==> config.mk <==
export PLATFORM = sky130hd
export DESIGN_NAME = session_slot_table_top
export DESIGN_NICKNAME = d
export VERILOG_FILES = /design/src/rtl/ssl_pkg.sv /design/src/rtl/ssl_slot_store.sv /design/src/rtl/ssl_ctrl.sv /design/src/rtl/session_slot_table_top.sv
export SDC_FILE = /design/constraint.sdc
export NUM_CORES = 1
export LEC_CHECK = 0
export BUFFER_PORTS_ARGS = -buffer_cell sky130_fd_sc_hd__clkbuf_2
export CAP_MARGIN = 25
export CORE_MARGIN = 2
export CORE_UTILIZATION = 25
export DETAILED_ROUTE_END_ITERATION = 10
export GPL_TIMING_DRIVEN = 0
export MAX_ROUTING_LAYER = met4
export PLACE_DENSITY = 0.41
export SKIP_CTS_REPAIR_TIMING = 1
export SLEW_MARGIN = 25
export SYNTH_ARGS = -nofsm -noshare
export SYNTH_HDL_FRONTEND = slang
export SYNTH_SLANG_ARGS = --single-unit
==> constraint.sdc <==
create_clock -name clk -period 23.3 [get_ports clk]
set_input_delay 0 -clock clk [delete_from_list [all_inputs] [get_ports clk]]
set_output_delay 0 -clock clk [all_outputs]
set_load 0.01 [all_outputs]
==> src/rtl/ssl_pkg.sv <==
// Shared types and constants for the session slot table.
`default_nettype none

package ssl_pkg;

  localparam int ADDR_W    = 48;
  localparam int SESS_W    = 32;
  localparam int TICK_W    = 16;
  localparam int CFG_IDX_W = 2;
  localparam int CFG_DAT_W = 32;

  localparam logic [TICK_W-1:0] LOCKOUT_TICKS_RST = 16'd5000;
  localparam logic [SESS_W-1:0] FIRST_SESSION_RST = 32'd1;

  localparam logic [CFG_IDX_W-1:0] REG_LOCKOUT_TICKS = 2'd0;
  localparam logic [CFG_IDX_W-1:0] REG_FIRST_SESSION = 2'd1;

  typedef enum logic [2:0] {
    OP_RECORD    = 3'd0,
    OP_LOST      = 3'd1,
    OP_HEARTBEAT = 3'd2,
    OP_FORCE     = 3'd3,
    OP_TICK      = 3'd4
  } op_t;

  typedef enum logic [2:0] {
    ACT_APPENDED        = 3'd0,
    ACT_OPENED          = 3'd1,
    ACT_CLOSED_LOST     = 3'd2,
    ACT_CLOSED_FORCED   = 3'd3,
    ACT_REFUSED_LOCKOUT = 3'd4,
    ACT_REFUSED_FULL    = 3'd5,
    ACT_LOST_UNKNOWN    = 3'd6,
    ACT_NONE_OPEN       = 3'd7
  } act_t;

  typedef enum logic {
    ST_IDLE,
    ST_SCAN
  } state_t;

  // write command into the slot store
  typedef struct packed {
    logic set;
    logic clr;
  } slot_cmd_t;

  // status of the slot under the scan index, and whether any other slot or any slot is open
  typedef struct packed {
    logic open;
    logic match;
    logic open_others;
    logic any_open;
  } slot_stat_t;

  typedef struct packed {
    act_t              action;
    logic [2:0]        slot_index;
    logic [SESS_W-1:0] session;
    logic [ADDR_W-1:0] addr;
    logic              active;
    logic              last;
  } result_t;

endpackage

`default_nettype wire

==> src/rtl/ssl_slot_store.sv <==
// Slot store: open flags, addresses, session numbers and the shared address comparator.
`default_nettype none

module ssl_slot_store import ssl_pkg::*; #(
  parameter int NUM_SLOTS = 8,
  parameter int IDX_W     = 3
) (
  input  wire logic              clk,
  input  wire logic              rst,
  input  wire logic [IDX_W-1:0]  rd_idx,
  input  wire logic [IDX_W-1:0]  wr_idx,
  input  wire slot_cmd_t         cmd,
  input  wire logic [ADDR_W-1:0] key,
  input  wire logic [SESS_W-1:0] wr_session,
  output slot_stat_t             stat,
  output logic      [ADDR_W-1:0] rd_addr,
  output logic      [SESS_W-1:0] rd_session
);

  logic [NUM_SLOTS-1:0] slot_open;
  logic [ADDR_W-1:0]    slot_address [NUM_SLOTS];
  logic [SESS_W-1:0]    slot_session [NUM_SLOTS];
  logic [NUM_SLOTS-1:0] rd_mask;

  always_ff @(posedge clk) begin
    if (rst) begin
      slot_open <= '0;
    end else if (cmd.set) begin
      slot_open[wr_idx] <= 1'b1;
    end else if (cmd.clr) begin
      slot_open[wr_idx] <= 1'b0;
    end
  end

  always_ff @(posedge clk) begin
    if (cmd.set) begin
      slot_address[wr_idx] <= key;
      slot_session[wr_idx] <= wr_session;
    end
  end

  assign rd_addr    = slot_address[rd_idx];
  assign rd_session = slot_session[rd_idx];
  assign rd_mask    = NUM_SLOTS'(1) << rd_idx;

  always_comb begin
    stat.open        = slot_open[rd_idx];
    stat.match       = slot_open[rd_idx] && (rd_addr == key);
    stat.open_others = |(slot_open & ~rd_mask);
    stat.any_open    = |slot_open;
  end

endmodule

`default_nettype wire

==> src/rtl/ssl_ctrl.sv <==
// Sequencer: walks the slots one per cycle while results find room, keeps counters and config registers.
`default_nettype none

module ssl_ctrl import ssl_pkg::*; #(
  parameter int NUM_SLOTS = 8,
  parameter int IDX_W     = 3
) (
  input  wire logic                 clk,
  input  wire logic                 rst,
  input  wire logic                 in_valid,
  output logic                      in_ready,
  input  wire logic [2:0]           operation,
  input  wire logic [ADDR_W-1:0]    device_address,
  input  wire logic                 cfg_valid,
  input  wire logic [CFG_IDX_W-1:0] cfg_index,
  input  wire logic [CFG_DAT_W-1:0] cfg_data,
  input  wire slot_stat_t           stat,
  input  wire logic [ADDR_W-1:0]    rd_addr,
  input  wire logic [SESS_W-1:0]    rd_session,
  output logic      [IDX_W-1:0]     rd_idx,
  output logic      [IDX_W-1:0]     wr_idx,
  output slot_cmd_t                 cmd,
  output logic      [ADDR_W-1:0]    key,
  output logic      [SESS_W-1:0]    wr_session,
  input  wire logic                 res_room,
  output logic                      res_push,
  output result_t                   res
);

  localparam logic [IDX_W-1:0] LAST_IDX = IDX_W'(NUM_SLOTS - 1);

  state_t            state, state_next;
  logic [IDX_W-1:0]  idx, idx_next;
  logic              free_found, free_found_next;
  logic [IDX_W-1:0]  free_idx, free_idx_next;
  logic              emitted, emitted_next;
  logic [TICK_W-1:0] lockout_remaining, lockout_remaining_next;
  logic [TICK_W-1:0] lockout_ticks, lockout_ticks_next;
  logic [SESS_W-1:0] next_session, next_session_next;
  op_t               op_q;
  logic [ADDR_W-1:0] addr_q;
  logic              is_last;
  logic              free_here;
  logic              finish;

  assign rd_idx     = idx;
  assign key        = addr_q;
  assign wr_session = next_session;
  assign is_last    = (idx == LAST_IDX);
  assign free_here  = free_found || !stat.open;

  always_ff @(posedge clk) begin
    if (rst) begin
      state             <= ST_IDLE;
      idx               <= '0;
      free_found        <= 1'b0;
      free_idx          <= '0;
      emitted           <= 1'b0;
      lockout_remaining <= '0;
      lockout_ticks     <= LOCKOUT_TICKS_RST;
      next_session      <= FIRST_SESSION_RST;
    end else begin
      state             <= state_next;
      idx               <= idx_next;
      free_found        <= free_found_next;
      free_idx          <= free_idx_next;
      emitted           <= emitted_next;
      lockout_remaining <= lockout_remaining_next;
      lockout_ticks     <= lockout_ticks_next;
      next_session      <= next_session_next;
    end
  end

  always_ff @(posedge clk) begin
    if (in_valid && in_ready) begin
      op_q   <= op_t'(operation);
      addr_q <= device_address;
    end
  end

  always_comb begin
    state_next             = state;
    idx_next               = idx;
    free_found_next        = free_found;
    free_idx_next          = free_idx;
    emitted_next           = emitted;
    lockout_remaining_next = lockout_remaining;
    lockout_ticks_next     = lockout_ticks;
    next_session_next      = next_session;
    in_ready               = 1'b0;
    wr_idx                 = idx;
    cmd                    = '0;
    res_push               = 1'b0;
    finish                 = 1'b0;
    res.action             = ACT_NONE_OPEN;
    res.slot_index         = 3'(idx);
    res.session            = rd_session;
    res.addr               = rd_addr;
    res.active             = stat.any_open;
    res.last               = 1'b1;

    if (cfg_valid) begin
      unique case (cfg_index)
        REG_LOCKOUT_TICKS: lockout_ticks_next = cfg_data[TICK_W-1:0];
        REG_FIRST_SESSION: next_session_next  = cfg_data[SESS_W-1:0];
        default: ;
      endcase
    end

    unique case (state)
      ST_IDLE: begin
        in_ready = 1'b1;
        if (in_valid) begin
          case (op_t'(operation))
            OP_RECORD, OP_LOST, OP_FORCE: begin
              state_next      = ST_SCAN;
              idx_next        = '0;
              free_found_next = 1'b0;
              emitted_next    = 1'b0;
            end
            OP_TICK: begin
              if (lockout_remaining != '0) begin
                lockout_remaining_next = lockout_remaining - TICK_W'(1);
              end
            end
            default: ;
          endcase
        end
      end

      ST_SCAN: begin
        case (op_q)
          OP_RECORD: begin
            if (stat.match) begin
              res.action = ACT_APPENDED;
              res.active = 1'b1;
              res_push   = res_room;
              finish     = res_room;
            end else if (!is_last) begin
              if (!stat.open && !free_found) begin
                free_found_next = 1'b1;
                free_idx_next   = idx;
              end
              idx_next = idx + IDX_W'(1);
            end else begin
              res.slot_index = '0;
              res.session    = '0;
              res.addr       = addr_q;
              if (lockout_remaining != '0) begin
                res.action = ACT_REFUSED_LOCKOUT;
              end else if (free_here) begin
                wr_idx         = free_found ? free_idx : idx;
                res.action     = ACT_OPENED;
                res.slot_index = 3'(wr_idx);
                res.session    = next_session;
                res.active     = 1'b1;
                cmd.set        = res_room;
                if (res_room) begin
                  next_session_next = next_session + SESS_W'(1);
                end
              end else begin
                res.action = ACT_REFUSED_FULL;
              end
              res_push = res_room;
              finish   = res_room;
            end
          end

          OP_LOST: begin
            if (stat.match) begin
              res.action = ACT_CLOSED_LOST;
              res.active = stat.open_others;
              cmd.clr    = res_room;
              res_push   = res_room;
              finish     = res_room;
            end else if (is_last) begin
              res.action     = ACT_LOST_UNKNOWN;
              res.slot_index = '0;
              res.session    = '0;
              res.addr       = addr_q;
              res_push       = res_room;
              finish         = res_room;
            end else begin
              idx_next = idx + IDX_W'(1);
            end
          end

          OP_FORCE: begin
            if (stat.open) begin
              // slots below were already closed, so nothing open above means last beat
              res.action = ACT_CLOSED_FORCED;
              res.active = 1'b0;
              res.last   = !stat.open_others;
              cmd.clr    = res_room;
              res_push   = res_room;
              if (res_room) begin
                emitted_next = 1'b1;
                if (is_last) begin
                  finish = 1'b1;
                end else begin
                  idx_next = idx + IDX_W'(1);
                end
              end
            end else if (!is_last) begin
              idx_next = idx + IDX_W'(1);
            end else if (emitted) begin
              finish = 1'b1;
            end else begin
              res.action     = ACT_NONE_OPEN;
              res.slot_index = '0;
              res.session    = '0;
              res.addr       = '0;
              res.active     = 1'b0;
              res_push       = res_room;
              finish         = res_room;
            end
            if (finish) begin
              lockout_remaining_next = lockout_ticks;
            end
          end

          default: finish = 1'b1;
        endcase

        if (finish) begin
          state_next = ST_IDLE;
        end
      end

      default: state_next = ST_IDLE;
    endcase
  end

endmodule

`default_nettype wire

==> src/rtl/session_slot_table_top.sv <==
// Top level of the session slot table: sequencer, slot store and output register.
// Record and lost: after the accept, the sequencer steps the single address comparator over
// the slots in order, at most NUM_SLOTS, stopping at a match. Heartbeat, tick: no scan.
// Force stop: scans all slots; a result beat per open slot, or one none-open beat if none.
// Result beats wait in one output register; the scan stalls while it is full.
// Synchronous reset: all slots closed, lockout zero, next session 1, lockout ticks 5000.
`default_nettype none

module session_slot_table_top import ssl_pkg::*; #(
  parameter int NUM_SLOTS = 8
) (
  input  wire logic                 clk,
  input  wire logic                 rst,
  input  wire logic                 in_valid,
  output logic                      in_ready,
  input  wire logic [2:0]           operation,
  input  wire logic [ADDR_W-1:0]    device_address,
  output logic                      out_valid,
  input  wire logic                 out_ready,
  output logic      [2:0]           action,
  output logic      [2:0]           slot_index,
  output logic      [SESS_W-1:0]    session_number,
  output logic      [ADDR_W-1:0]    address_echo,
  output logic                      tracking_active,
  output logic                      last,
  input  wire logic                 cfg_valid,
  output logic                      cfg_ready,
  input  wire logic [CFG_IDX_W-1:0] cfg_index,
  input  wire logic [CFG_DAT_W-1:0] cfg_data
);

  localparam int IDX_W = (NUM_SLOTS > 1) ? $clog2(NUM_SLOTS) : 1;

  slot_stat_t        stat;
  slot_cmd_t         cmd;
  logic [IDX_W-1:0]  rd_idx;
  logic [IDX_W-1:0]  wr_idx;
  logic [ADDR_W-1:0] key;
  logic [SESS_W-1:0] wr_session;
  logic [ADDR_W-1:0] rd_addr;
  logic [SESS_W-1:0] rd_session;
  logic              res_room;
  logic              res_push;
  result_t           res;
  result_t           out_q;

  assign cfg_ready = 1'b1;
  assign res_room  = !out_valid || out_ready;

  ssl_ctrl #(
    .NUM_SLOTS(NUM_SLOTS),
    .IDX_W    (IDX_W)
  ) u_ctrl (
    .clk           (clk),
    .rst           (rst),
    .in_valid      (in_valid),
    .in_ready      (in_ready),
    .operation     (operation),
    .device_address(device_address),
    .cfg_valid     (cfg_valid),
    .cfg_index     (cfg_index),
    .cfg_data      (cfg_data),
    .stat          (stat),
    .rd_addr       (rd_addr),
    .rd_session    (rd_session),
    .rd_idx        (rd_idx),
    .wr_idx        (wr_idx),
    .cmd           (cmd),
    .key           (key),
    .wr_session    (wr_session),
    .res_room      (res_room),
    .res_push      (res_push),
    .res           (res)
  );

  ssl_slot_store #(
    .NUM_SLOTS(NUM_SLOTS),
    .IDX_W    (IDX_W)
  ) u_store (
    .clk       (clk),
    .rst       (rst),
    .rd_idx    (rd_idx),
    .wr_idx    (wr_idx),
    .cmd       (cmd),
    .key       (key),
    .wr_session(wr_session),
    .stat      (stat),
    .rd_addr   (rd_addr),
    .rd_session(rd_session)
  );

  always_ff @(posedge clk) begin
    if (rst) begin
      out_valid <= 1'b0;
    end else if (res_push) begin
      out_valid <= 1'b1;
    end else if (out_ready) begin
      out_valid <= 1'b0;
    end
  end

  always_ff @(posedge clk) begin
    if (res_push) begin
      out_q <= res;
    end
  end

  assign action          = out_q.action;
  assign slot_index      = out_q.slot_index;
  assign session_number  = out_q.session;
  assign address_echo    = out_q.addr;
  assign tracking_active = out_q.active;
  assign last            = out_q.last;

endmodule

`default_nettype wire
# --- Word level (Yosys, flattened, before mapping) ---
# Memories as Yosys holds them, arrays and structs flattened. A register that Yosys moved wholly into a read port is not among the register bits.
# Cells that the tools add are included.
classes:
  add_sub_neg: 3
  n_lt_le_gt_ge: 3
  eq_ne: 23
  shift: 1
  muxes: 108
  n_bitwise: 8
  n_reduce_logical: 27
ops:
  columns: ["cell", "count"]
  rows:
  - ["32-bit two-way mux", 9]
  - ["87-bit case mux with 3 select lines", 1]
  - ["83-bit two-way mux", 3]
  - ["87-bit two-way mux", 2]
  - ["84-bit two-way mux", 2]
  - ["85-bit two-way mux", 1]
  - ["16-bit two-way mux", 5]
  - ["35-bit two-way mux", 2]
  - ["3-bit two-way mux", 22]
  - ["48-bit == test", 1]
  - ["1-bit two-way mux", 47]
  - ["32-bit by 1-bit adder with 32-bit output (second input constant)", 1]
  - ["16-bit case mux with 2 select lines", 1]
  - ["5-bit AND reduction", 4]
  - ["2-bit != test (second input constant)", 9]
  - ["8-bit bitwise AND", 2]
  - ["8-bit two-way mux", 2]
  - ["8-bit NOT", 2]
  - ["16-bit nonzero test", 1]
  - ["8-bit OR reduction", 2]
  - ["16-bit by 1-bit subtractor with 16-bit output (second input constant)", 1]
  - ["1-bit case mux with 2 select lines", 6]
  - ["3-bit case mux with 2 select lines", 2]
  - ["3-bit by 4-bit less-than comparator with 1-bit output (second input constant)", 2]
  - ["other kinds (26)", 43]
word_totals:
  ff_bits: 221
  ram_bits: 640
  input_bits: 90
  out_inout_bits: 91
  elab_cells: 193
  mem_count: 2
mem_list:
  columns: ["memory", "depth", "width", "read_ports", "rd_ports_with_merged_regs", "write_ports", "line", "rtl"]
  rows:
  - ["u_store.slot_address", 8, 48, 1, 1, 1, "ssl_slot_store.sv:21", "logic [ADDR_W-1:0] slot_address [NUM_SLOTS];"]
  - ["u_store.slot_session", 8, 32, 1, 1, 1, "ssl_slot_store.sv:22", "logic [SESS_W-1:0] slot_session [NUM_SLOTS];"]

# --- Depth between registers and ports, before layout ---
logic_depth:
  ltp_word: 18
  ltp_mapped: 17
  mapped_depth_nobuf: 12

# --- Hierarchy ---
# From an unflattened synthesis, not the netlist that was laid out.
hier_totals:
  cells_unflattened: 2038
  hier_area_um2: 34639.5
modules_own_cells:
  columns: ["module", "instances", "cells_per_inst", "area_per_inst_um2", "seq_area_each_um2"]
  rows:
  - ["ssl_slot_store", 1, 1193, 25310.5, 19378.6]
  - ["ssl_ctrl", 1, 751, 6628.9, 2992.9]
  - ["session_slot_table_top", 1, 94, 2700.1, 2662.6]

# --- Worst setup path after synthesis ---
# No wires, ideal clock.
synth_timing:
  path_kind: "flip-flop to flip-flop"
  startpoint: "register with a tool-made name"
  endpoint: "register out_q (netlist bit action[0]), enable pin"
  setup_time_ns: 0.668
  arrival_time_ns: 8.954
  required_ns: 22.632
  slack_ns: 13.678
  stages_incl_launch_ff: 12
  path_buffers: 2
  synth_period_minus_slack_ns: 9.622
  path_cell_list: "dfxtp_1 -> buf_2 -> buf_2 -> mux4_2 -> mux2_2 -> xnor2_1 -> o2111ai_1 -> nor4_1 -> nand4_1 -> nor3_2 -> o21ai_1 -> a211oi_1"
synth_lines:
  columns: ["element", "line", "rtl"]
  rows:
  - ["end signal: assignment", "session_slot_table_top.sv:104", "out_q <= res;"]
  - ["end: declaration", "session_slot_table_top.sv:45", "result_t out_q;"]

==> summary.md <==
| Metric | Value |
|---|---|
| Setup-failing EPs final | `0` |
| Synth Register Bits | `864` |
| Slew margin rel. | `30.49%` |
| Mapped Area | `35540 µm²` |
| Routed Antenna Nets | `0` |
| Max cap viols | `0` |
| R2R cell count | `16` |
| R2r setup slk | `16870 ps` |
| Die ar. | `145200 µm²` |
| Nets@finish | `2700` |
| Worst path arrival time | `6820 ps` |
| Die Wd | `381.1 µm` |
| Mapped Cells | `2169` |
| HPWL Detailed | `77920 µm` |
| Crit path max-delay cell type | `clkbuf_1` |
| Post-synth EDFFs | `779` |
| Yosys top cell by area | `edfxtp_1` |
| Final setup TNS | `0 ps` |
| Yosys cell types | `75` |
| Clock period minus worst slack | `6425 ps` |
| Peak supply drop | `0.05924 mV` |
| Least-Margin Pin Slew | `1043 ps` |
| Crit path max-delay family | `simple AND/OR/NAND/NOR gates` |
| First-pass GRT wire length | `160800 µm` |
| DIE HEIGHT | `381.1 µm` |
| Port Buffers | `179` |
| Slowest cell delay on critical path | `670 ps` |
| DR iter-0 viols | `1908` |
| Via Count | `21947` |
| Post-Place Cell Area | `39890 µm²` |
| Post-Syn Area per Cell | `16.39 µm²` |
| Fillers | `13848` |
| Initial antenna violation count | `7` |
| Synth Warn # | `0` |
| Leak | `0.01410 µW` |
| CTS tree | `yes` |
| Core Util, Final | `31.11%` |
| Hold path startpoint | `cfg_valid` |
| Post-synthesis sequential area ratio | `70.60%` |
| Largest net degree at the start of global routing | `61` |
| Gr usage total | `15.73%` |
| Routed length per instance | `24.73 µm` |
| Clock sinks | `864` |
| Total power | `3343 µW` |
| Reg area | `25090 µm²` |
| Most used DFF post-synth | `edfxtp_1` |
| Clock Path Buffers | `3` |
| Main area contributors after synthesis | `edfxtp_1 66%, mux4_2 7.7%, dfxtp_1 4.8%, mux2i_1 3.2%, nand2_1 1.3%` |
| Vias in the first global route | `22195` |
| Setup Crit Path Kind | `reg -> reg` |
| # DRC | `0` |
| DRT Wirelength | `113400 µm` |
| Status | `finished clean` |
| Synth Net Count | `2266` |
| Required @ worst endpoint | `23700 ps` |
| CP startpoint kind | `register` |
| Unrepaired setup endpoints after global routing | `false` |
| Post-Layout Inst Area | `44000 µm²` |
| Clock Pin Slew Worst Setup and Hold Paths | `60 ps` |
| CP most frequent cell | `buf_16` |
| CTS buffer count | `97` |
| Buf+Inv Stages, Crit Path | `7` |
| Clock Latency Late Sink | `710 ps` |
| Max Slew Vio Count | `0` |
| Power Dens Cells | `75.99 nW/µm²` |
| Worst Hold Class | `in -> reg` |
| Routed vias/inst | `4.787` |
| Crit Path Max Fanout | `15` |
| Detailed Routing Iterations Pass 1 | `8` |
| Share of layout cells above drive strength 1 | `23.59%` |
| Worst setup EP type | `register` |
| WHS Endpoint | `u_ctrl.lockout_ticks[8]` |
| Clk_skew | `44.55 ps` |
| Root Buffer | `clkbuf_16` |
| Rows | `138` |
| H-tree depth | `3` |
| FFs w/ async S/R, synth | `0%` |
| RR Endpoint | `u_store.slot_address[0][24]` |
| Final period utilization | `27.58%` |
| Hold Path Depth | `5` |
| Final Hold Vio Count | `0` |
| Area Overhead vs Synth | `23.79%` |
| WHS | `15.59 ps` |
| Max Freq | `155.6 MHz` |
| Initial core utilization | `25.13%` |
| Core ar. | `141400 µm²` |
| I/O pin count | `181` |
| Cell Chain, Critical Path | `buf_2 > nor2b_1 > clkbuf_1 > a221oi_1 > xor2_1 > nor4_1 > nand4_1 > o311a_1 > buf_6 > mux2i_4 > nand2_1 > nor2_4 > buf_16 > buf_16 > buf_16 > buf_16` |
| Footprint of the multi-input gates | `9742 µm²` |
| Grt ovf | `0` |
| Area share of the largest cell type after synthesis | `65.81%` |
| Final RePlAce weighted congestion | `0.8578` |
cells by family after synthesis:
group | count (synthesis) | synth area share [%]
compound gates | 391 | 7.431
xor+xnor | 47 | 1.158
fa+ha+maj | 7 | 0.2464
buf+inv | 153 | 2.168
flops | 864 | 70.60
mux | 269 | 12.04
other cells | 1 | 0.01055
simple gates | 437 | 6.343
tightest hold or removal path, stage by stage:
cell and delay, ps:
clkbuf_2 90, nor3b_1 180, clkbuf_1 180, nand2_1 100, nand3_1 70
Yosys cell counts, drive strengths merged, types with 11 or more instances:
master / count
edfxtp: 779
nand2: 124
mux4: 122
mux2i: 114
o21ai: 89
dfxtp: 85
nor2: 83
a21oi: 80
clkbuf: 75
a22oi: 58
buf: 55
nand3: 46
a2bb2oi: 33
mux2: 33
nor3: 32
xor2: 29
a31oi: 26
nor4: 26
inv: 21
a221oi: 19
xnor2: 18
a211oi: 15
or3: 15
or4: 15
nand4: 13
and3: 12
nand3b: 12
nor2b: 11
o22ai: 11
per-stage QoR:
step                      setup slack (ps)  instances
after global placement                4798       4238
final                                16870       4585
after CTS                            16890       4486
after detailed placement             16930       4302
after global routing                 16730       4582
after floorplan                      13680       2169
cell type report:
class,count,area share (%)
plain buffers,130,1.575
inverters,23,0.2474
multi-input cells,1152,22.14
clock inverters,53,1.183
diodes,7,0.03981
well taps,1890,5.375
flip-flops and latches,864,57.03
repair buffers,335,6.390
clock buffers,131,6.015
report_power, final:
group	leakage, µW	switching (µW)	internal [µW]
sequential	0.00789	27.6	1700
clock	0.00155	640	878
combinational	0.00466	60.0	41.2
total	0.0141	727	2620
flip-flops by register name, summed over array words and instances, names as in the netlist, 3 cells and up, named ones only:
| register | cells |
|---|---|
| action | 3 |
| address_echo | 48 |
| session_number | 32 |
| slot_index | 3 |
| u_ctrl.free_idx | 3 |
| u_ctrl.key | 48 |
| u_ctrl.lockout_remaining | 16 |
| u_ctrl.lockout_ticks | 16 |
| u_ctrl.op_q | 3 |
| u_ctrl.rd_idx | 3 |
| u_ctrl.wr_session | 32 |
| u_store.slot_address | 384 |
| u_store.slot_session | 256 |
worst max path at each step:
stage	to	slack (ps)	cells past startpoint
6_report	u_store.slot_address[0][24]	16870	16
5_1_grt	u_store.slot_address[0][24]	16730	17
4_1_cts	u_store.slot_address[0][35]	16890	17
3_5_place_dp	u_store.slot_address[0][35]	16930	17
3_3_place_gp	u_store.slot_address[3][19]	4800	12
2_1_floorplan	action[0]	13680	11
routing by layer:
metal / vias up / part of all wire [%] / wire length, µm / track usage, %
met5: - / 0 / 0 / -
met4: 0 / 2.9 / 3251 / 5.343
met3: 176 / 4.5 / 5086 / 2.373
met2: 668 / 48 / 54120 / 25.06
met1: 11459 / 45 / 50910 / 20.48
li1: 9644 / - / - / -
placed cells by master (no fill, tap or decap), types with 20 or more instances in the layout:
cell type and instances:
edfxtp_1 779, clkbuf_2 184, nand2_1 124, mux4_2 122
mux2i_1 112, clkbuf_1 99, clkbuf_16 98, dlygate4sd3_1 92
dfxtp_1 85, nor2_1 80, a21oi_1 80, a22oi_1 58
nand3_1 46, o21ai_0 44, o21ai_1 44, a2bb2oi_1 33
mux2_2 32, buf_4 31, buf_6 30, xor2_1 29
nor3_1 27, nor4_1 26, a31oi_1 26, buf_2 22
buf_16 20
(Power assumes the default switching activity.)
